$ cat src/sv/rgma_pkg.sv
// Shared types and constants for the range gate magnitude averager.
`default_nettype none
package rgma_pkg;
   localparam int MAX_GATES_DEFAULT = 512;
   localparam logic [9:0] GATES_RESET = 10'd500;

   localparam logic [1:0] STATUS_OK    = 2'd0;
   localparam logic [1:0] STATUS_SHORT = 2'd1;
   localparam logic [1:0] STATUS_STRAY = 2'd2;

   typedef struct packed {
      logic load_start;   // latch count, start dividing by gate count
      logic load_sample;  // latch I/Q, start both square roots
      logic size_gate;    // size the next gate from the accumulator
      logic add_mags;     // fold both magnitudes into the sums
      logic start_mean;   // start both mean divisions
      logic close_gate;   // advance gate or close pulse
   } rgma_cmd_type;

   typedef struct packed {
      logic busy;         // a divider or square root unit is running
      logic short_pulse;  // latched count below gate count
      logic pulse_active;
      logic gate_full;    // samples_in_gate reached current_gate_size
   } rgma_stat_type;
endpackage
`default_nettype wire

$ cat src/sv/rgma_control.sv
// Sequencer for start, sample and gate-close steps.
`default_nettype none
module rgma_control
   import rgma_pkg::*;
(
   input  wire logic         clock,
   input  wire logic         reset,
   input  wire logic         req_valid,
   output logic              req_stall,
   input  wire logic         req_type,
   output logic              rsp_valid,
   input  wire logic         rsp_stall,
   output logic [1:0]        rsp_status,
   output logic              rsp_zero,
   output logic              csr_idle,
   output rgma_cmd_type      cmd,
   input  wire rgma_stat_type stat
);
   typedef enum logic [7:0] {
      S_IDLE  = 8'b0000_0001,
      S_SPLIT = 8'b0000_0010,
      S_ROOT  = 8'b0000_0100,
      S_ADD   = 8'b0000_1000,
      S_MEAN  = 8'b0001_0000,
      S_SEND  = 8'b0010_0000,
      S_ERR   = 8'b0100_0000,
      S_SIZE  = 8'b1000_0000
   } state_type;

   state_type state_ff, state_in;
   logic [1:0] status_ff, status_in;
   logic       wait_ff, wait_in;   // holds off the busy check until a started unit's busy has risen

   always_comb begin
      state_in = state_ff; status_in = status_ff; wait_in = 1'b0;
      cmd = '0;
      unique case (state_ff)
         S_IDLE: if (req_valid) begin
            if (!req_type) begin
               cmd.load_start = 1'b1; wait_in = 1'b1; state_in = S_SPLIT;
            end else if (!stat.pulse_active) begin
               status_in = STATUS_STRAY; state_in = S_ERR;
            end else begin
               cmd.load_sample = 1'b1; wait_in = 1'b1; state_in = S_ROOT;
            end
         end
         S_SPLIT: if (!wait_ff && !stat.busy) begin
            if (stat.short_pulse) begin
               status_in = STATUS_SHORT; state_in = S_ERR;
            end else begin
               cmd.size_gate = 1'b1; state_in = S_IDLE;
            end
         end
         S_ROOT: if (!wait_ff && !stat.busy) begin
            cmd.add_mags = 1'b1; state_in = S_ADD;
         end
         S_ADD: if (stat.gate_full) begin
            cmd.start_mean = 1'b1; wait_in = 1'b1; state_in = S_MEAN;
         end else state_in = S_IDLE;
         S_MEAN: if (!wait_ff && !stat.busy) state_in = S_SEND;
         S_SEND: if (!rsp_stall) begin
            cmd.close_gate = 1'b1; state_in = S_SIZE;
         end
         S_SIZE: begin
            if (stat.pulse_active) cmd.size_gate = 1'b1;
            state_in = S_IDLE;
         end
         S_ERR: if (!rsp_stall) state_in = S_IDLE;
         default: state_in = S_IDLE;
      endcase
   end

   always_ff @(posedge clock) begin
      if (reset) begin
         state_ff <= S_IDLE;
         status_ff <= STATUS_OK;
         wait_ff <= 1'b0;
      end else begin
         state_ff <= state_in;
         status_ff <= status_in;
         wait_ff <= wait_in;
      end
   end

   assign req_stall = state_ff != S_IDLE;
   assign rsp_valid = state_ff == S_SEND || state_ff == S_ERR;
   assign rsp_status = state_ff == S_SEND ? STATUS_OK : status_ff;
   assign rsp_zero = state_ff == S_ERR;
   assign csr_idle = state_ff == S_IDLE;

   a_onehot: assert property (@(posedge clock) disable iff (reset)
      $onehot(state_ff)) else $error("state not one-hot");
   a_rsp_hold: assert property (@(posedge clock) disable iff (reset)
      rsp_valid && rsp_stall |=> rsp_valid) else $error("result dropped");
   a_one_cmd: assert property (@(posedge clock) disable iff (reset)
      $onehot0(cmd)) else $error("overlapping commands");
endmodule
`default_nettype wire

$ cat config.mk
export PLATFORM = sky130hd
export DESIGN_NAME = rgma_control
export DESIGN_NICKNAME = d
export VERILOG_FILES = /design/src/sv/rgma_pkg.sv /design/src/sv/rgma_control.sv
export SDC_FILE = /design/constraint.sdc
export NUM_CORES = 1
export LEC_CHECK = 0
export BUFFER_PORTS_ARGS = -buffer_cell sky130_fd_sc_hd__buf_4
export CORE_ASPECT_RATIO = 1.2
export CORE_UTILIZATION = 27
export CTS_CLUSTER_DIAMETER = 200
export DETAILED_ROUTE_END_ITERATION = 8
export GPL_TIMING_DRIVEN = 0
export PLACE_DENSITY = 0.49
export SLEW_MARGIN = 20
export SYNTH_ARGS = -nofsm -noshare
export SYNTH_HDL_FRONTEND = slang
export SYNTH_SLANG_ARGS = --single-unit
$ cat constraint.sdc
create_clock -name clock -period 3.5 [get_ports clock]
set_input_delay 0 -clock clock [delete_from_list [all_inputs] [get_ports clock]]
set_output_delay 0 -clock clock [all_outputs]
set_load 0.01 [all_outputs]
==> out/summary.log <==
qor: status.run_status finished clean
qor: critical_path.crit-reg2reg-capture state_ff[7]$_SDFFE_PP0P_
qor: critical_path.critPathCaptureType flip-flop
qor: die.top_level_ports 21
qor: synthesis.synth_edf_count 0
qor: worst_hold_path.sink_of_the_worst_hold_path state_ff[1]$_SDFFE_PP0P_
qor: placed_design.routabilityCongestion 0.864
qor: final_layout.layoutNonFillerInstCount 154
qor: critical_path.crit_path_cell_trace buf_2, nor3_2, nand4_1, nor2_1, nor4_1, dlygate4sd3_1
qor: routing.detail_route.first_pass.iterations 4
qor: sta.final-hold-violation-count 0
qor: critical_path.cp_arrival 2.57 ns
qor: die.start_util 28.4%
qor: synthesis.yosys_most_used_dff sky130_fd_sc_hd__dfxtp_1
qor: die.die-width 49.1 um
qor: critical_path.cp.buffers_inverters 2
qor: clocking.clock-root-buffer sky130_fd_sc_hd__clkbuf_4
qor: global_route.global_route.overflow_total 0
qor: die.overall_die_area 0.00287 mm2
qor: sta.timing.fmax 415 MHz
qor: sta.skew 0.00157 ns
qor: sta.final_max_slew_viol_count 0
qor: critical_path.cp-start-kind flip-flop
qor: synthesis.synthCells 94
qor: clocking.tritoncts done
qor: final_layout.final_layout_size_suffix_gt1_share 26.4%
qor: pwr.finalPower 0.350 mW
qor: synthesis.postSynthNetCount 103
qor: critical_path.cp_data_required_time 3.65 ns
qor: final_layout.final_net_count 131
qor: clocking.h-tree-depth 1
qor: synthesis.synth_top_cell_area_share 30.7%
qor: critical_path.timing.critical_path.fanout_max 10
qor: sta.worst_slew_margin_relative_to_its_limit 58.6%
qor: pwr.ir_worst_vdd 161 uV
qor: critical_path.ff2ff_setup_slack 1.09 ns
qor: synthesis.yosysWarningCount 0
qor: critical_path.rr_startpoint state_ff[4]$_SDFFE_PP0P_
qor: synthesis.synth-seq-area-share 30.7%
qor: critical_path.worst_path_dominant_cell_family simple AND/OR/NAND/NOR gates
qor: synthesis.synth_area 718 um2
qor: flow_run.timing.max_cap.violations 0
qor: die.core_area 0.00253 mm2
qor: worst_hold_path.whs_path_depth 3
qor: clocking.numClockSinks 11
qor: global_route.grt_first_pass_wirelength 3.15 mm
qor: synthesis.post-synth-top-count-cell sky130_fd_sc_hd__dfxtp_1
qor: clocking.cts-hold-fix-buffers 3
qor: clocking.cts.reportedPaths.clkPinSlew 0.07 ns
qor: worst_hold_path.holdCritStartpoint req_type
qor: synthesis.ys_async_sr_fraction 0%
qor: synthesis.synth.top_cells.by_area sky130_fd_sc_hd__dfxtp_1 (31%), sky130_fd_sc_hd__a21oi_1 (4.9%), sky130_fd_sc_hd__o21ai_0 (4.2%)
qor: clocking.cts_repair_resize_count 0
qor: final_layout.n_antenna_cell 0
qor: synthesis.synth-seq-cells 11
qor: routing.drt-wirelength-per-cell 12.1 um
qor: critical_path.worstRegToRegCells 6
qor: placed_design.postPlaceCellArea 910 um2
qor: pwr.cellLeakagePower 0.432 nW
qor: placed_design.place_worst_setup_slack 1.56 ns
qor: routing.detail-route-antenna-nets 0
qor: routing.post-route-drc-count 0
qor: sta.grt_setup_unrepaired false
qor: sta.fin_crit_sh 68.9%
qor: routing.route.detailed.vias_per_inst 5.08
qor: clocking.clockBufferDepth 2
qor: placed_design.port-buffer-count 20
qor: sta.period_needed 2.41 ns
qor: placed_design.placed_cells_incl_taps 147
qor: die.floorplan.die.height 58.5 um
qor: clocking.post_cts.repair.setup_buffers 0
qor: placed_design.hpwl 1.39 mm
qor: synthesis.post_synth_num_cell_types 36
qor: critical_path.slowest_delay 0.59 ns
qor: routing.wl 1.86 mm
qor: global_route.number_of_antenna_violations_at_the_first_check_in_global_routing 0
qor: global_route.grt_pass1_vias 744
qor: pwr.power_density 362 mW/mm2
qor: synthesis.synth_area_per_cell 7.64 um2
qor: sta.final.setup.tns 0 ns
qor: critical_path.criticalPathCategory reg -> reg
qor: global_route.groute.usage.overall 14.5%
qor: worst_hold_path.hp_class in -> reg
qor: routing.dr.first_iter.drc_count 13
qor: final_layout.area_growth_syn_to_layout 34.5%
qor: sta.final.hold.worst_slack 0.0146 ns
qor: critical_path.critical-path-slowest-cell sky130_fd_sc_hd__dlygate4sd3_1
qor: sta.setup_ws 1.09 ns
qor: synthesis.post-synth-top-area-cell sky130_fd_sc_hd__dfxtp_1
qor: routing.via_count 783
qor: final_layout.postLayoutCellArea 966 um2
qor: final_layout.finish.utilization 38.2%
qor: die.num_rows 20
qor: clocking.clk_latency 0.27 ns
qor: global_route.grt_max_degree 11
qor: clocking.numCtsBuffers 3
qor: sta.actual_slew_at_the_worst_max_slew_pin 0.619 ns
qor: sta.timing.final.setup_violations 0
qor: synthesis.yosys-top-cells-count sky130_fd_sc_hd__dfxtp_1 (11), sky130_fd_sc_hd__nor2_1 (8), sky130_fd_sc_hd__a21oi_1 (7)
-- cells in the final DEF, fill, tap and decap left out, types with 2 or more instances in the layout --
cell / netlist / final
sky130_fd_sc_hd__a21oi_1: 7 / 7
sky130_fd_sc_hd__and2_1: 2 / 2
sky130_fd_sc_hd__buf_2: 2 / 2
sky130_fd_sc_hd__buf_4: 0 / 20
sky130_fd_sc_hd__buf_6: 2 / 2
sky130_fd_sc_hd__clkbuf_1: 2 / 3
sky130_fd_sc_hd__clkbuf_4: 0 / 3
sky130_fd_sc_hd__dfxtp_1: 11 / 11
sky130_fd_sc_hd__dlygate4sd3_1: 0 / 3
sky130_fd_sc_hd__inv_1: 5 / 5
sky130_fd_sc_hd__nand2_1: 6 / 6
sky130_fd_sc_hd__nand3_1: 4 / 4
sky130_fd_sc_hd__nand4_1: 3 / 3
sky130_fd_sc_hd__nand4b_1: 3 / 3
sky130_fd_sc_hd__nor2_1: 8 / 8
sky130_fd_sc_hd__nor2b_1: 3 / 3
sky130_fd_sc_hd__nor3_1: 3 / 3
sky130_fd_sc_hd__nor4_1: 3 / 3
sky130_fd_sc_hd__o21ai_0: 6 / 6
sky130_fd_sc_hd__o21ai_1: 2 / 2
sky130_fd_sc_hd__or4_1: 2 / 2
sky130_fd_sc_hd__xor2_1: 3 / 3
-- cell families (layout without fill, tap and decap cells) --
group                     after synthesis  count (layout)  share of synthesized area (%)
AOI/OAI and AO/OA                      22              22                           18.3
xor gates and xnor gates                3               3                           3.66
buffers and inverters                  11              38                           8.19
DFF                                    11              11                           30.7
muxes                                   1               1                           1.57
and+or+nand+nor                        46              46                           37.6
-- power breakdown --
part | internal (mW) | switching [mW]
Clock | 0.0442 | 0.0418
Sequential | 0.133 | 0.00713
Combinational | 0.0560 | 0.0672
-- state kept, by name, summed over array words and instances, names as in the netlist --
register,count
state_ff,8
status_ff,2
wait_ff,1
-- area by class of cell --
type / count / area [um2]
Multi-Input combinational cell: 72 / 439
Fill cell: 279 / 1560
Clock buffer: 4 / 26.3
Inverter: 5 / 18.8
Buffer: 6 / 40.0
Timing Repair Buffer: 23 / 180
Sequential cell: 11 / 220
Tap cell: 33 / 41.3
-- how the worst max path moves through the flow --
| stage | start | to | slack [ns] | cells after the start |
|---|---|---|---|---|
| finish | state_ff[4]$_SDFFE_PP0P_ | state_ff[7]$_SDFFE_PP0P_ | 1.09 | 6 |
| global route | state_ff[1]$_SDFFE_PP0P_ | state_ff[7]$_SDFFE_PP0P_ | 0.89 | 6 |
| CTS | state_ff[4]$_SDFFE_PP0P_ | state_ff[7]$_SDFFE_PP0P_ | 1.16 | 6 |
| detailed placement | state_ff[4]$_SDFFE_PP0P_ | state_ff[2]$_SDFFE_PP0P_ | 1.56 | 6 |
| global placement | state_ff[4]$_SDFFE_PP0P_ | state_ff[2]$_SDFFE_PP0P_ | 1.47 | 6 |
| floorplan | state_ff[1]$_SDFFE_PP0P_ | state_ff[6]$_SDFFE_PP0P_ | 1.76 | 6 |
-- routing by layer --
layer | part of all wire (%) | vias to the layer above | GRT usage [%]
met5 | 0 | - | 0
met4 | 3.7 | 0 | 10.1
met3 | 3.8 | 7 | 3.10
met2 | 46 | 21 | 23.9
met1 | 46 | 358 | 16.8
li1 | - | 397 | -
-- worst reg2reg max path: stages (launching register included) --
cell	delay, ns
sky130_fd_sc_hd__dfxtp_1	0.30
sky130_fd_sc_hd__buf_2	0.17
sky130_fd_sc_hd__nor3_2	0.34
sky130_fd_sc_hd__nand4_1	0.25
sky130_fd_sc_hd__nor2_1	0.54
sky130_fd_sc_hd__nor4_1	0.11
sky130_fd_sc_hd__dlygate4sd3_1	0.59
No activity file was read; power rests on OpenSTA's default activity.
